File: config.mk
export PLATFORM = sky130hd
export DESIGN_NAME = block_timestamp_aggregator_core_flat
export DESIGN_NICKNAME = d
export VERILOG_FILES = /design/src/design/tsagg_pkg.sv /design/src/design/tsagg_if.sv /design/src/design/tsagg_diff.sv /design/src/design/tsagg_div.sv /design/src/design/block_timestamp_aggregator_core.sv /design/src/flat_wrapper.sv
export SDC_FILE = /design/constraint.sdc
export NUM_CORES = 1
export LEC_CHECK = 0
export ABC_AREA = 1
export BUFFER_PORTS_ARGS = -buffer_cell sky130_fd_sc_hd__buf_2
export CORE_UTILIZATION = 25
export CTS_CLUSTER_DIAMETER = 100
export DETAILED_ROUTE_END_ITERATION = 10
export PLACE_DENSITY = 0.42
export SLEW_MARGIN = 20
export SYNTH_ARGS = -nofsm -noshare
export SYNTH_HDL_FRONTEND = slang
export SYNTH_SLANG_ARGS = --single-unit
File: constraint.sdc
create_clock -name clk -period 16.95 [get_ports clk]
set_clock_uncertainty 0.05 [all_clocks]
set_input_delay 3.39 -clock clk [delete_from_list [all_inputs] [get_ports clk]]
set_output_delay 3.39 -clock clk [all_outputs]
set_load 0.02 [all_outputs]
File: src/design/tsagg_pkg.sv
// Shared types, constants and helpers for the block timestamp aggregator.
`timescale 1ns / 1ps

package tsagg_pkg;

    localparam int STAMP_BITS = 62;
    localparam int COUNT_BITS = 32;
    localparam int MODE_BITS  = 3;
    localparam int CNT_W      = $clog2(STAMP_BITS);

    typedef enum logic [1:0] {
        KIND_NORMAL = 2'd0,
        KIND_NAT    = 2'd1,
        KIND_PINF   = 2'd2,
        KIND_NINF   = 2'd3
    } kind_t;

    localparam logic [MODE_BITS-1:0] MODE_FIRST  = 3'd0;
    localparam logic [MODE_BITS-1:0] MODE_LAST   = 3'd1;
    localparam logic [MODE_BITS-1:0] MODE_MAX    = 3'd2;
    localparam logic [MODE_BITS-1:0] MODE_MEAN   = 3'd3;
    localparam logic [MODE_BITS-1:0] MODE_MIDDLE = 3'd4;
    localparam logic [MODE_BITS-1:0] MODE_MIN    = 3'd5;

    localparam logic [COUNT_BITS-1:0] MID_DIVISOR = COUNT_BITS'(2);

    typedef logic [STAMP_BITS-1:0] stamp_t;
    typedef logic [COUNT_BITS-1:0] count_t;

    // status of the serial difference unit
    typedef struct packed {
        logic done;
        logic a_lt_b;
        logic b_lt_a;
    } diff_stat_t;

    // minus infinity < normal < plus infinity; not-a-time ranks with normal
    function automatic logic [1:0] kind_rank(input kind_t k);
        logic [1:0] r;
        case (k)
            KIND_NINF: r = 2'd0;
            KIND_PINF: r = 2'd2;
            default:   r = 2'd1;
        endcase
        return r;
    endfunction

endpackage

File: src/design/tsagg_if.sv
// Stream and configuration channel interfaces of the aggregator.
`timescale 1ns / 1ps

interface tsagg_point_if import tsagg_pkg::*; ();
    logic   valid;
    logic   ready;
    stamp_t stamp;
    logic [1:0] stamp_kind;
    logic   last_of_block;

    modport source (output valid, output stamp, output stamp_kind,
                    output last_of_block, input ready);
    modport sink   (input valid, input stamp, input stamp_kind,
                    input last_of_block, output ready);
endinterface

interface tsagg_block_if import tsagg_pkg::*; ();
    logic   valid;
    logic   ready;
    stamp_t block_stamp;
    logic [1:0] block_kind;

    modport source (output valid, output block_stamp, output block_kind, input ready);
    modport sink   (input valid, input block_stamp, input block_kind, output ready);
endinterface

interface tsagg_cfg_if import tsagg_pkg::*; ();
    logic valid;
    logic ready;
    logic [MODE_BITS-1:0] data;

    modport source (output valid, output data, input ready);
    modport sink   (input valid, input data, output ready);
endinterface

File: src/design/tsagg_diff.sv
// Bit-serial subtractor: forms a-b and b-a LSB first, one bit per cycle.
`timescale 1ns / 1ps

module tsagg_diff import tsagg_pkg::*;
(
    input  logic       clk,
    input  logic       rst_n,
    input  logic       start,
    input  stamp_t     a,
    input  stamp_t     b,
    output diff_stat_t stat,
    output stamp_t     mag
);

    stamp_t           a_reg, a_next;
    stamp_t           b_reg, b_next;
    logic             bor_ab_reg, bor_ab_next;
    logic             bor_ba_reg, bor_ba_next;
    logic [CNT_W-1:0] cnt_reg, cnt_next;
    logic             busy_reg, busy_next;
    logic             done_reg, done_next;

    logic d_ab, d_ba;

    always_comb
    begin
        a_next      = a_reg;
        b_next      = b_reg;
        bor_ab_next = bor_ab_reg;
        bor_ba_next = bor_ba_reg;
        cnt_next    = cnt_reg;
        busy_next   = busy_reg;
        done_next   = 1'b0;

        d_ab = a_reg[0] ^ b_reg[0] ^ bor_ab_reg;
        d_ba = a_reg[0] ^ b_reg[0] ^ bor_ba_reg;

        if (start)
        begin
            a_next      = a;
            b_next      = b;
            bor_ab_next = 1'b0;
            bor_ba_next = 1'b0;
            cnt_next    = '0;
            busy_next   = 1'b1;
        end
        else if (busy_reg)
        begin
            // difference bits shift in at the top as operand bits leave
            a_next      = {d_ab, a_reg[STAMP_BITS-1:1]};
            b_next      = {d_ba, b_reg[STAMP_BITS-1:1]};
            bor_ab_next = (~a_reg[0] & b_reg[0]) | (~(a_reg[0] ^ b_reg[0]) & bor_ab_reg);
            bor_ba_next = (~b_reg[0] & a_reg[0]) | (~(a_reg[0] ^ b_reg[0]) & bor_ba_reg);
            cnt_next    = cnt_reg + 1'b1;
            if (cnt_reg == CNT_W'(STAMP_BITS - 1))
            begin
                busy_next = 1'b0;
                done_next = 1'b1;
            end
        end
    end

    always_ff @(posedge clk or negedge rst_n)
    begin
        if (!rst_n)
        begin
            busy_reg <= 1'b0;
            done_reg <= 1'b0;
            cnt_reg  <= '0;
        end
        else
        begin
            busy_reg <= busy_next;
            done_reg <= done_next;
            cnt_reg  <= cnt_next;
        end
    end

    always_ff @(posedge clk)
    begin
        a_reg      <= a_next;
        b_reg      <= b_next;
        bor_ab_reg <= bor_ab_next;
        bor_ba_reg <= bor_ba_next;
    end

    // final borrow of a-b set means a < b
    assign stat.done   = done_reg;
    assign stat.a_lt_b = bor_ab_reg;
    assign stat.b_lt_a = bor_ba_reg;
    assign mag         = bor_ab_reg ? b_reg : a_reg;

endmodule

File: src/design/tsagg_div.sv
// Radix-2 restoring divider, one quotient bit per cycle, MSB first.
`timescale 1ns / 1ps

module tsagg_div import tsagg_pkg::*;
(
    input  logic   clk,
    input  logic   rst_n,
    input  logic   start,
    input  stamp_t dividend,
    input  count_t divisor,
    output logic   done,
    output stamp_t quotient
);

    stamp_t           q_reg, q_next;
    count_t           r_reg, r_next;
    count_t           dvs_reg, dvs_next;
    logic [CNT_W-1:0] cnt_reg, cnt_next;
    logic             busy_reg, busy_next;
    logic             done_reg, done_next;

    logic [COUNT_BITS:0] trial;
    logic [COUNT_BITS:0] trial_sub;
    logic                ge;

    always_comb
    begin
        q_next    = q_reg;
        r_next    = r_reg;
        dvs_next  = dvs_reg;
        cnt_next  = cnt_reg;
        busy_next = busy_reg;
        done_next = 1'b0;

        trial     = {r_reg, q_reg[STAMP_BITS-1]};
        trial_sub = trial - {1'b0, dvs_reg};
        ge        = trial >= {1'b0, dvs_reg};

        if (start)
        begin
            q_next    = dividend;
            r_next    = '0;
            dvs_next  = divisor;
            cnt_next  = '0;
            busy_next = 1'b1;
        end
        else if (busy_reg)
        begin
            // dividend bits leave at the top, quotient bits enter at the bottom
            q_next   = {q_reg[STAMP_BITS-2:0], ge};
            r_next   = ge ? trial_sub[COUNT_BITS-1:0] : trial[COUNT_BITS-1:0];
            cnt_next = cnt_reg + 1'b1;
            if (cnt_reg == CNT_W'(STAMP_BITS - 1))
            begin
                busy_next = 1'b0;
                done_next = 1'b1;
            end
        end
    end

    always_ff @(posedge clk or negedge rst_n)
    begin
        if (!rst_n)
        begin
            busy_reg <= 1'b0;
            done_reg <= 1'b0;
            cnt_reg  <= '0;
        end
        else
        begin
            busy_reg <= busy_next;
            done_reg <= done_next;
            cnt_reg  <= cnt_next;
        end
    end

    always_ff @(posedge clk)
    begin
        q_reg   <= q_next;
        r_reg   <= r_next;
        dvs_reg <= dvs_next;
    end

    assign done     = done_reg;
    assign quotient = q_reg;

endmodule

File: src/design/block_timestamp_aggregator_core.sv
// Top level: block timestamp aggregator with bit-serial arithmetic.
//
//  channel  | dir | handshake     | payload
//  points   | in  | valid / ready | stamp, stamp_kind, last_of_block
//  blocks   | out | valid / ready | block_stamp, block_kind
//  cfg      | in  | valid / ready | data (mode)
//
// One point at a time; a point that needs no arithmetic passes S_EVAL, S_FIN.
// Max/min between two normal stamps adds a serial compare in S_DIFF.
// Mean and middle run serial subtract, a 62-step divider and a serial add;
// the divider and the serial passes set the time per point.
// Reset clears all held state and the mode. While a result waits on a stalled
// blocks channel, the next point that ends a block stalls the core in S_FIN.
`timescale 1ns / 1ps

module block_timestamp_aggregator_core import tsagg_pkg::*;
(
    input  logic clk,
    input  logic rst_n,
    tsagg_point_if.sink   points,
    tsagg_block_if.source blocks,
    tsagg_cfg_if.sink     cfg
);

    typedef enum logic [5:0] {
        S_IDLE = 6'b000001,
        S_EVAL = 6'b000010,
        S_DIFF = 6'b000100,
        S_DIV  = 6'b001000,
        S_ADD  = 6'b010000,
        S_FIN  = 6'b100000
    } state_t;

    state_t               state_reg, state_next;
    logic [MODE_BITS-1:0] mode_reg, mode_next;

    stamp_t held_stamp_reg, held_stamp_next;
    kind_t  held_kind_reg, held_kind_next;
    logic   held_valid_reg, held_valid_next;
    count_t count_reg, count_next;

    stamp_t pt_stamp_reg, pt_stamp_next;
    kind_t  pt_kind_reg, pt_kind_next;
    logic   pt_last_reg, pt_last_next;

    stamp_t           q_reg, q_next;
    logic             carry_reg, carry_next;
    logic [CNT_W-1:0] add_cnt_reg, add_cnt_next;

    logic   out_valid_reg, out_valid_next;
    stamp_t out_stamp_reg, out_stamp_next;
    kind_t  out_kind_reg, out_kind_next;

    logic       diff_start;
    diff_stat_t diff_stat;
    stamp_t     diff_mag;
    logic       div_start;
    logic       div_done;
    stamp_t     div_quot;
    count_t     div_divisor;

    logic [MODE_BITS-1:0] eff_mode;
    logic [1:0]           rank_h, rank_s;
    logic                 add_b, sum_bit;

    tsagg_diff u_diff (
        .clk   (clk),
        .rst_n (rst_n),
        .start (diff_start),
        .a     (pt_stamp_reg),
        .b     (held_stamp_reg),
        .stat  (diff_stat),
        .mag   (diff_mag)
    );

    tsagg_div u_div (
        .clk      (clk),
        .rst_n    (rst_n),
        .start    (div_start),
        .dividend (diff_mag),
        .divisor  (div_divisor),
        .done     (div_done),
        .quotient (div_quot)
    );

    assign points.ready       = (state_reg == S_IDLE);
    assign cfg.ready          = 1'b1;
    assign blocks.valid       = out_valid_reg;
    assign blocks.block_stamp = out_stamp_reg;
    assign blocks.block_kind  = out_kind_reg;

    assign div_divisor = (eff_mode == MODE_MEAN) ? count_reg : MID_DIVISOR;

    always_comb
    begin
        case (mode_reg)
            MODE_LAST, MODE_MAX, MODE_MEAN, MODE_MIDDLE, MODE_MIN: eff_mode = mode_reg;
            default:                                                eff_mode = MODE_FIRST;
        endcase
    end

    always_comb
    begin
        state_next      = state_reg;
        mode_next       = mode_reg;
        held_stamp_next = held_stamp_reg;
        held_kind_next  = held_kind_reg;
        held_valid_next = held_valid_reg;
        count_next      = count_reg;
        pt_stamp_next   = pt_stamp_reg;
        pt_kind_next    = pt_kind_reg;
        pt_last_next    = pt_last_reg;
        q_next          = q_reg;
        carry_next      = carry_reg;
        add_cnt_next    = add_cnt_reg;
        out_valid_next  = out_valid_reg;
        out_stamp_next  = out_stamp_reg;
        out_kind_next   = out_kind_reg;
        diff_start      = 1'b0;
        div_start       = 1'b0;

        rank_h  = kind_rank(held_kind_reg);
        rank_s  = kind_rank(pt_kind_reg);
        // subtract when the stamp went down: held + ~q + 1
        add_b   = q_reg[0] ^ diff_stat.a_lt_b;
        sum_bit = held_stamp_reg[0] ^ add_b ^ carry_reg;

        if (cfg.valid)
        begin
            mode_next = cfg.data;
        end

        if (out_valid_reg && blocks.ready)
        begin
            out_valid_next = 1'b0;
        end

        case (state_reg)
            S_IDLE:
            begin
                if (points.valid)
                begin
                    pt_stamp_next = points.stamp;
                    pt_kind_next  = kind_t'(points.stamp_kind);
                    pt_last_next  = points.last_of_block;
                    state_next    = S_EVAL;
                end
            end

            S_EVAL:
            begin
                state_next = S_FIN;
                case (eff_mode)
                    MODE_LAST:
                    begin
                        if (pt_last_reg)
                        begin
                            held_stamp_next = (pt_kind_reg == KIND_NORMAL) ? pt_stamp_reg : '0;
                            held_kind_next  = pt_kind_reg;
                            held_valid_next = 1'b1;
                        end
                    end

                    MODE_MAX, MODE_MIN:
                    begin
                        if (!held_valid_reg)
                        begin
                            held_stamp_next = (pt_kind_reg == KIND_NORMAL) ? pt_stamp_reg : '0;
                            held_kind_next  = pt_kind_reg;
                            held_valid_next = 1'b1;
                        end
                        else if (held_kind_reg == KIND_NAT)
                        begin
                            // not-a-time sticks for the rest of the block
                        end
                        else if (pt_kind_reg == KIND_NAT)
                        begin
                            held_stamp_next = '0;
                            held_kind_next  = KIND_NAT;
                        end
                        else if (rank_h != rank_s)
                        begin
                            if ((eff_mode == MODE_MAX) ? (rank_h < rank_s) : (rank_s < rank_h))
                            begin
                                held_stamp_next = (pt_kind_reg == KIND_NORMAL) ?
                                                  pt_stamp_reg : '0;
                                held_kind_next  = pt_kind_reg;
                            end
                        end
                        else if (pt_kind_reg == KIND_NORMAL)
                        begin
                            diff_start = 1'b1;
                            state_next = S_DIFF;
                        end
                    end

                    MODE_MEAN:
                    begin
                        if (pt_kind_reg != KIND_NORMAL)
                        begin
                            // special stamps are skipped
                        end
                        else if (!held_valid_reg)
                        begin
                            held_stamp_next = pt_stamp_reg;
                            held_kind_next  = KIND_NORMAL;
                            held_valid_next = 1'b1;
                            count_next      = COUNT_BITS'(1);
                        end
                        else if (held_kind_reg == KIND_NORMAL)
                        begin
                            if (count_reg != {COUNT_BITS{1'b1}})
                            begin
                                count_next = count_reg + 1'b1;
                            end
                            diff_start = 1'b1;
                            state_next = S_DIFF;
                        end
                    end

                    MODE_MIDDLE:
                    begin
                        if (!held_valid_reg)
                        begin
                            held_valid_next = 1'b1;
                            if (pt_last_reg && pt_kind_reg != KIND_NORMAL)
                            begin
                                held_stamp_next = '0;
                                held_kind_next  = KIND_NAT;
                            end
                            else
                            begin
                                held_stamp_next = (pt_kind_reg == KIND_NORMAL) ?
                                                  pt_stamp_reg : '0;
                                held_kind_next  = pt_kind_reg;
                            end
                        end
                        else if (pt_last_reg)
                        begin
                            if (pt_kind_reg != KIND_NORMAL || held_kind_reg != KIND_NORMAL)
                            begin
                                held_stamp_next = '0;
                                held_kind_next  = KIND_NAT;
                            end
                            else
                            begin
                                diff_start = 1'b1;
                                state_next = S_DIFF;
                            end
                        end
                    end

                    default:
                    begin
                        if (!held_valid_reg)
                        begin
                            held_stamp_next = (pt_kind_reg == KIND_NORMAL) ? pt_stamp_reg : '0;
                            held_kind_next  = pt_kind_reg;
                            held_valid_next = 1'b1;
                        end
                    end
                endcase
            end

            S_DIFF:
            begin
                if (diff_stat.done)
                begin
                    if (eff_mode == MODE_MEAN || eff_mode == MODE_MIDDLE)
                    begin
                        div_start  = 1'b1;
                        state_next = S_DIV;
                    end
                    else
                    begin
                        // a is the new stamp, b the held one
                        if ((eff_mode == MODE_MAX) ? diff_stat.b_lt_a : diff_stat.a_lt_b)
                        begin
                            held_stamp_next = pt_stamp_reg;
                            held_kind_next  = KIND_NORMAL;
                        end
                        state_next = S_FIN;
                    end
                end
            end

            S_DIV:
            begin
                if (div_done)
                begin
                    q_next       = div_quot;
                    carry_next   = diff_stat.a_lt_b;
                    add_cnt_next = '0;
                    state_next   = S_ADD;
                end
            end

            S_ADD:
            begin
                held_stamp_next = {sum_bit, held_stamp_reg[STAMP_BITS-1:1]};
                q_next          = {1'b0, q_reg[STAMP_BITS-1:1]};
                carry_next      = (held_stamp_reg[0] & add_b) |
                                  (carry_reg & (held_stamp_reg[0] ^ add_b));
                add_cnt_next    = add_cnt_reg + 1'b1;
                if (add_cnt_reg == CNT_W'(STAMP_BITS - 1))
                begin
                    state_next = S_FIN;
                end
            end

            S_FIN:
            begin
                if (!pt_last_reg)
                begin
                    state_next = S_IDLE;
                end
                else if (!out_valid_reg || blocks.ready)
                begin
                    out_valid_next  = 1'b1;
                    if (held_valid_reg)
                    begin
                        out_stamp_next = (held_kind_reg == KIND_NORMAL) ? held_stamp_reg : '0;
                        out_kind_next  = held_kind_reg;
                    end
                    else
                    begin
                        out_stamp_next = '0;
                        out_kind_next  = KIND_NAT;
                    end
                    held_stamp_next = '0;
                    held_kind_next  = KIND_NORMAL;
                    held_valid_next = 1'b0;
                    count_next      = '0;
                    state_next      = S_IDLE;
                end
            end

            default:
            begin
                state_next = S_IDLE;
            end
        endcase
    end

    always_ff @(posedge clk or negedge rst_n)
    begin
        if (!rst_n)
        begin
            state_reg      <= S_IDLE;
            mode_reg       <= MODE_FIRST;
            held_stamp_reg <= '0;
            held_kind_reg  <= KIND_NORMAL;
            held_valid_reg <= 1'b0;
            count_reg      <= '0;
            out_valid_reg  <= 1'b0;
        end
        else
        begin
            state_reg      <= state_next;
            mode_reg       <= mode_next;
            held_stamp_reg <= held_stamp_next;
            held_kind_reg  <= held_kind_next;
            held_valid_reg <= held_valid_next;
            count_reg      <= count_next;
            out_valid_reg  <= out_valid_next;
        end
    end

    always_ff @(posedge clk)
    begin
        pt_stamp_reg  <= pt_stamp_next;
        pt_kind_reg   <= pt_kind_next;
        pt_last_reg   <= pt_last_next;
        q_reg         <= q_next;
        carry_reg     <= carry_next;
        add_cnt_reg   <= add_cnt_next;
        out_stamp_reg <= out_stamp_next;
        out_kind_reg  <= out_kind_next;
    end

endmodule

File: src/flat_wrapper.sv
// flat-port wrapper written by rule: the top's interface ports become plain ports
module block_timestamp_aggregator_core_flat import tsagg_pkg::*;
  (clk, rst_n, points_valid, points_stamp, points_stamp_kind, points_last_of_block, points_ready, blocks_valid, blocks_block_stamp, blocks_block_kind, blocks_ready, cfg_valid, cfg_data, cfg_ready);
  tsagg_point_if points_i ();
  tsagg_block_if blocks_i ();
  tsagg_cfg_if cfg_i ();
  input  logic clk;
  input  logic rst_n;
  input wire logic [$bits(points_i.valid)-1:0] points_valid;
  input wire logic [$bits(points_i.stamp)-1:0] points_stamp;
  input wire logic [$bits(points_i.stamp_kind)-1:0] points_stamp_kind;
  input wire logic [$bits(points_i.last_of_block)-1:0] points_last_of_block;
  output wire logic [$bits(points_i.ready)-1:0] points_ready;
  output wire logic [$bits(blocks_i.valid)-1:0] blocks_valid;
  output wire logic [$bits(blocks_i.block_stamp)-1:0] blocks_block_stamp;
  output wire logic [$bits(blocks_i.block_kind)-1:0] blocks_block_kind;
  input wire logic [$bits(blocks_i.ready)-1:0] blocks_ready;
  input wire logic [$bits(cfg_i.valid)-1:0] cfg_valid;
  input wire logic [$bits(cfg_i.data)-1:0] cfg_data;
  output wire logic [$bits(cfg_i.ready)-1:0] cfg_ready;
  assign points_i.valid = points_valid;
  assign points_i.stamp = points_stamp;
  assign points_i.stamp_kind = points_stamp_kind;
  assign points_i.last_of_block = points_last_of_block;
  assign points_ready = points_i.ready;
  assign blocks_valid = blocks_i.valid;
  assign blocks_block_stamp = blocks_i.block_stamp;
  assign blocks_block_kind = blocks_i.block_kind;
  assign blocks_i.ready = blocks_ready;
  assign cfg_i.valid = cfg_valid;
  assign cfg_i.data = cfg_data;
  assign cfg_ready = cfg_i.ready;
  block_timestamp_aggregator_core u_core (.clk(clk), .rst_n(rst_n), .points(points_i), .blocks(blocks_i), .cfg(cfg_i));
endmodule
Yosys cells after proc, flatten, opt, wreduce, memory -nomap -nowiden
Index checks and enable logic that the tools add are counted.
{"block": "op_classes", "addsub": 5, "n_lt_le_gt_ge": 3, "n_eq_ne": 49, "mux": 130, "n_bitwise": 18, "reduce_logical": 27}
{"op": "two-way mux 62 bit", "n": 27}
{"op": "one-hot mux 62 bit (4 select lines)", "n": 2}
{"op": "two-way mux 32 bit", "n": 8}
{"op": "two-way mux 6 bit", "n": 23}
{"op": "one-hot mux 62 bit (2 select lines)", "n": 1}
{"op": "one-hot mux 32 bit (2 select lines)", "n": 1}
{"op": "two-way mux 1 bit", "n": 38}
{"op": "two-way mux 2 bit", "n": 18}
{"op": "one-hot mux 6 bit (6 select lines)", "n": 1}
{"op": "greater-or-equal comparator 33 x 32 -> 1 bit", "n": 1}
{"op": "adder 32 x 1 -> 32 bit (second input constant)", "n": 1}
{"op": "inequality test 32 bit (second input constant)", "n": 1}
{"op": "subtractor 32 bit", "n": 1}
{"op": "AND reduction 15 bit", "n": 2}
{"op": "== test 6 bit (second input constant)", "n": 4}
{"op": "adder 6 x 1 -> 6 bit (second input constant)", "n": 3}
{"op": "one-hot mux 6 bit (3 select lines)", "n": 1}
{"op": "inequality test 3 bit (second input constant)", "n": 5}
{"op": "inequality test 5 bit (second input constant)", "n": 3}
{"op": "== test 3 x 2 -> 1 bit (second input constant)", "n": 4}
{"op": "== test 3 bit (second input constant)", "n": 4}
{"op": "inequality test 4 bit (second input constant)", "n": 3}
{"op": "one-hot mux 6 bit (2 select lines)", "n": 1}
{"op": "nonzero test 2 bit", "n": 6}
{"op": "35 further kinds", "n": 73}
{"block": "word_totals", "register_bits": 573, "output_inout_bits": 67, "elab_cells": 260}

Depth between registers and ports, before layout
{"block": "logic_depth", "depth_word": 12, "mapped_depth": 16, "depth_no_buf": 16}

Modules after synthesis
From an unflattened synthesis, not the netlist that was laid out.
{"block": "unflattened", "hier_cells": 3662, "area_unflattened_um2": 29836.1}
{"mod": "block_timestamp_aggregator_core", "instances": 1, "cells_each": 1811, "area_each_um2": 15130.8}
{"mod": "tsagg_div", "instances": 1, "cells_each": 1127, "area_each_um2": 8190.4}
{"mod": "tsagg_diff", "instances": 1, "cells_each": 724, "area_each_um2": 6515.0}

Worst setup path after synthesis
Ideal clock, no wire load.
{"block": "synth_path", "path_type": "input to register", "startpoint": "input points_valid", "endpoint": "register u_core.pt_kind_reg[0], enable pin", "setup_time_ps": 489, "t_arrival_ps": 6158, "t_required_ps": 16411, "slack_ps": 10254, "path_stages": 2, "path_buffers": 0, "path_cell_list": "inv_1 > nor2_1"}
{"block": "synth_via", "elab_chain_len": 1}
{"element": "start: declaration", "line": "flat_wrapper.sv:9", "source": "input wire logic [$bits(points_i.valid)-1:0] points_valid;"}
{"element": "AND reduction 2 bit (no source line)"}
{"element": "end signal: assignment", "line": "block_timestamp_aggregator_core.sv:372", "source": "pt_kind_reg <= pt_kind_next;"}
{"element": "end: declaration", "line": "block_timestamp_aggregator_core.sv:43", "source": "kind_t pt_kind_reg, pt_kind_next;"}
No other way between the ends.
A chain may end at the register's enable or synchronous reset.

Worst setup path in the final report
{"block": "layout_path", "startpoint": "register u_core.state_reg[5]", "endpoint": "output points_ready"}
{"block": "layout_via", "elab_chain_len": 1}
{"element": "start: declaration", "line": "block_timestamp_aggregator_core.sv:34", "source": "state_t state_reg, state_next;"}
{"element": "start signal: assignment", "line": "block_timestamp_aggregator_core.sv:359", "source": "state_reg <= state_next;"}
{"element": "== test 6 x 1 -> 1 bit", "line": "block_timestamp_aggregator_core.sv:86", "source": "assign points.ready = (state_reg == S_IDLE);"}
{"element": "end: declaration", "line": "flat_wrapper.sv:13", "source": "output wire logic [$bits(points_i.ready)-1:0] points_ready;"}
No other way between the ends.

==> tab_implementation.tex <==
\begin{tabular}{lr}
\hline
Metric & Value \\
\hline
\multicolumn{2}{l}{\textbf{Run status}} \\
\quad Status & finished clean \\
\multicolumn{2}{l}{\textbf{Die}} \\
\quad Core area & roughly 110000 sq um \\
\quad Initial Util & 0.253 \\
\quad Standard-cell row count & approximately 120 \\
\quad Die Wd & $\sim$340 um \\
\quad Number of I/O pins & 140 \\
\quad Die height & between 300 and 400 um \\
\quad Full die area & $\sim$120000 sq um \\
\multicolumn{2}{l}{\textbf{Layout}} \\
\quad Top library cells by usage in the layout, fill and taps aside & sky130\_fd\_sc\_hd\_\_nand2\_1, sky130\_fd\_sc\_hd\_\_edfxtp\_1, sky130\_fd\_sc\_hd\_\_inv\_1, sky130\_fd\_sc\_hd\_\_o21ai\_0, sky130\_fd\_sc\_hd\_\_nor2\_1 \\
\quad Most frequent standard cell in the layout excluding fill and tap cells & sky130\_fd\_sc\_hd\_\_nand2\_1 \\
\quad Layout cell share with drive strength beyond 1 & 0.0928 \\
\quad Net count of the finished layout & between 3000 and 4000 \\
\quad Synth-to-layout area growth & 16.4\% \\
\multicolumn{2}{l}{\textbf{Logic synthesis}} \\
\quad Number of warning messages in the yosys log & 0 \\
\quad Cell area after technology mapping & around 29000 sq um \\
\quad Number of nets in the synthesized netlist & between 3000 and 4000 \\
\quad Number of instances in the synthesized netlist & between 3000 and 4000 \\
\quad Netlist cell types & 46 \\
\quad Number of flip-flops and latches in the synthesized netlist & 573 \\
\quad Proportion of synthesized chip area in sequential cells & 0.569 \\
\quad EDFF count, synth & between 400 and 500 \\
\quad Average instance area after synthesis & a little under 9 sq um \\
\quad Predominant post-synthesis flop cell & sky130\_fd\_sc\_hd\_\_edfxtp\_1 \\
\quad Fraction of registers with async set/reset & 0.215 \\
\multicolumn{2}{l}{\textbf{Global routing}} \\
\quad Total GRT Usage & 0.142 \\
\quad Busiest grt layer & met2 \\
\quad Global routing usage on met1 & 0.199 \\
\quad Remaining global-route overflow & 0 \\
\quad Number of global-route vias before repair & about 22000 \\
\quad Antenna violations before repair & 0 \\
\quad Pin count of the biggest net entering global routing & 113 \\
\quad Met2 Use GR & 0.226 \\
\quad First-pass GRT wire length & approximately 130000 um \\
\quad Global-route track usage on met3 & 0.0236 \\
\multicolumn{2}{l}{\textbf{Critical path}} \\
\quad Arrival time of data at the critical path endpoint & a little over 2000 ps \\
\quad Register-to-Register Setup Slack & 12090 ps \\
\quad CP max FO & 4 \\
\quad Worst setup path endpoint & points\_ready \\
\quad FF-to-FF Start & u\_core.held\_valid\_reg \\
\quad Start point of the critical path & u\_core.state\_reg[5] \\
\quad Critical Path End Type & output port \\
\quad Capture point of the worst reg-to-reg path & u\_core.u\_diff.a\_reg[57] \\
\quad Crit start category & flip-flop \\
\quad Class of the most critical setup path & reg -> out \\
\quad Worst endpoint required time & roughly 14000 ps \\
\quad Cell count of the worst reg-to-reg path & 7 \\
\multicolumn{2}{l}{\textbf{Drt}} \\
\quad Remaining antenna violation count after routing & 0 \\
\quad Number of search-and-repair iterations in the first detailed-routing pass & 5 \\
\quad Average wire per cell in the routed design & 17.1 um \\
\quad Via-to-Cell Ratio & 4.47 \\
\quad Via count of the routed design & about 22000 \\
\quad Wire length reported by the detailed router & slightly above 80000 um \\
\quad Detailed Route Iter0 Violations & $\sim$1500 \\
\quad Count of unresolved DRC violations after routing & 0 \\
\multicolumn{2}{l}{\textbf{Clock network}} \\
\quad Clk sink count & between 500 and 600 \\
\quad CTS Root Cell & sky130\_fd\_sc\_hd\_\_clkbuf\_16 \\
\quad Maximum buffer depth of the clock tree & 3 \\
\quad Clock tree from TritonCTS & done \\
\quad Number of setup buffers added after CTS & 0 \\
\quad Count of hold buffers inserted by post-cts repair & 0 \\
\quad Clock network latency to the later pin of the worst-skew pair & around 650 ps \\
\quad Number of H-tree levels & 3 \\
\quad Clock transition at the registers of the reported paths & $\sim$60 ps \\
\quad Post-cts resize count & 0 \\
\quad CTS buffer count & 72 \\
\multicolumn{2}{l}{\textbf{STA}} \\
\quad Worst rel slew slack & 0.284 \\
\quad Worst slew pin tran & around 1100 ps \\
\quad Number of hold violations in the final report & 0 \\
\quad Highest Clock Rate & 0.183 GHz \\
\quad Min Hold Slack & 426 ps \\
\quad Max-slew violation count & 0 \\
\quad Post-route clock period utilization & 0.323 \\
\quad Setup TNS & 0 ps \\
\quad Shortest clock period the worst path allows after layout & 5470 ps \\
\quad Setup Viol. Count Final & 0 \\
\quad RSZ-0062 raised after global routing & no \\
\multicolumn{2}{l}{\textbf{Placed design}} \\
\quad Number of buffers added on ports & 138 \\
\quad Final weighted congestion in routability-driven placement & $\sim$0.90 \\
\quad Half-perimeter wire length after detailed placement & approximately 53000 um \\
\multicolumn{2}{l}{\textbf{Hold path}} \\
\quad Type of the tightest min-delay check & reg -> reg \\
\quad Min-Delay Path Depth & 2 \\
\multicolumn{2}{l}{\textbf{Run}} \\
\quad Number of max-cap violations & 0 \\
\multicolumn{2}{l}{\textbf{Power and ir drop}} \\
\quad Maximum VDD drop & slightly above 0.08 mV \\
\quad Leak & 13.9 nW \\
\quad Power per cell area & 131 nW/um\^{}2 \\
\hline
\end{tabular}
-- report_power, final --
part	total, mW	switching, mW	internal (mW)
Clock	1.59	0.646	0.939
Sequential	1.96	0.171	1.79
Combinational	0.798	0.570	0.229
-- layer usage --
layer,up-vias,part of all wire
li1,10771,-
met1,10458,0.48
met2,375,0.45
met3,112,0.038
met4,0,0.024
met5,-,0
-- Yosys cell counts (2+ instances only) --
cell type | count | area [sq um]
sky130_fd_sc_hd__fa_1 | 4 | 80.1
sky130_fd_sc_hd__xnor2_1 | 16 | 140
sky130_fd_sc_hd__o21ai_0 | 228 | 1140
sky130_fd_sc_hd__buf_2 | 66 | 330
sky130_fd_sc_hd__o21bai_1 | 5 | 37.5
sky130_fd_sc_hd__nor3b_1 | 3 | 22.5
sky130_fd_sc_hd__nand3b_1 | 22 | 165
sky130_fd_sc_hd__and3_1 | 3 | 18.8
sky130_fd_sc_hd__ha_1 | 41 | 513
sky130_fd_sc_hd__or2_2 | 2 | 12.5
sky130_fd_sc_hd__nor2_2 | 7 | 43.8
sky130_fd_sc_hd__buf_1 | 9 | 33.8
sky130_fd_sc_hd__nor2_1 | 211 | 792
sky130_fd_sc_hd__clkbuf_1 | 75 | 282
sky130_fd_sc_hd__a31oi_1 | 2 | 12.5
sky130_fd_sc_hd__dfrtp_1 | 122 | 3050
sky130_fd_sc_hd__mux2i_1 | 61 | 611
sky130_fd_sc_hd__nand2_1 | 1029 | 3860
sky130_fd_sc_hd__o211ai_1 | 63 | 473
sky130_fd_sc_hd__nor4_1 | 2 | 12.5
sky130_fd_sc_hd__inv_1 | 378 | 1420
sky130_fd_sc_hd__nand2_2 | 2 | 12.5
sky130_fd_sc_hd__nor3_1 | 44 | 220
sky130_fd_sc_hd__nand4_1 | 88 | 551
sky130_fd_sc_hd__a21oi_1 | 32 | 160
sky130_fd_sc_hd__nand3_2 | 3 | 30.0
sky130_fd_sc_hd__buf_4 | 2 | 15.0
sky130_fd_sc_hd__o21ai_1 | 27 | 135
sky130_fd_sc_hd__nand3_1 | 163 | 816
sky130_fd_sc_hd__inv_2 | 6 | 22.5
sky130_fd_sc_hd__o21a_1 | 2 | 15.0
sky130_fd_sc_hd__xor2_1 | 23 | 201
sky130_fd_sc_hd__edfxtp_1 | 416 | 12500
sky130_fd_sc_hd__dfxtp_1 | 34 | 681
sky130_fd_sc_hd__nand4_4 | 2 | 42.5
-- logic make-up after synthesis --
logic type | count (synthesis) | share of synthesized area
multiplexers | 61 | 0.0214
AO/OA/AOI/OAI | 363 | 0.0705
other | 1 | 0.000131
AND/OR/NAND/NOR | 1586 | 0.233
XOR/XNOR | 39 | 0.0120
flip-flops | 573 | 0.569
buffers and inverters | 536 | 0.0736
adder cells (fa/ha/maj) | 45 | 0.0208
-- critical path, stage by stage, from the launching register on --
cell	delay (ps)
sky130_fd_sc_hd__dfrtp_1	430
sky130_fd_sc_hd__nor2_2	290
sky130_fd_sc_hd__nand4_1	250
sky130_fd_sc_hd__inv_1	160
sky130_fd_sc_hd__buf_2	250
-- stage by stage --
step / worst slack (ps) / util / total power, mW / cells / area, sq um
final: 11480 / 0.295 / 4.34 / 4853 / 33200
after global routing: 11350 / 0.295 / 4.58 / 4852 / 33200
after CTS: 11430 / 0.295 / 4.42 / 4852 / 33200
after detailed placement: 11110 / 0.273 / 2.80 / 4718 / 30800
after global placement: 11150 / 0.273 / 2.80 / 4718 / 30800
after floorplan: 10250 / - / 2.49 / 3204 / 28600
-- layout make-up --
| class | instances | area [sq um] |
|---|---|---|
| Sequential cell | 573 | 16300 |
| Timing Repair Buffer | 166 | 907 |
| Multi-Input combinational cell | 2095 | 10300 |
| Tap cell | 1500 | 1880 |
| Clock inverter | 34 | 447 |
| Inverter | 384 | 1440 |
| Clock buffer | 100 | 1990 |
| Fill cell | 11990 | 79600 |
| Antenna cell | 1 | 2.50 |
-- worst min path at each step --
stage / start / end / slack (ps)
after detailed placement: u_core.u_div.r_reg[30] / u_core.u_div.r_reg[30] / 420
after CTS: u_core.u_div.r_reg[30] / u_core.u_div.r_reg[30] / 430
after global routing: u_core.u_div.r_reg[27] / u_core.u_div.r_reg[27] / 440
after floorplan: u_core.u_div.r_reg[31] / u_core.u_div.r_reg[31] / 390
after global placement: u_core.u_div.r_reg[31] / u_core.u_div.r_reg[31] / 410
final: u_core.u_div.r_reg[29] / u_core.u_div.r_reg[29] / 430
(Power assumes the default switching activity.)
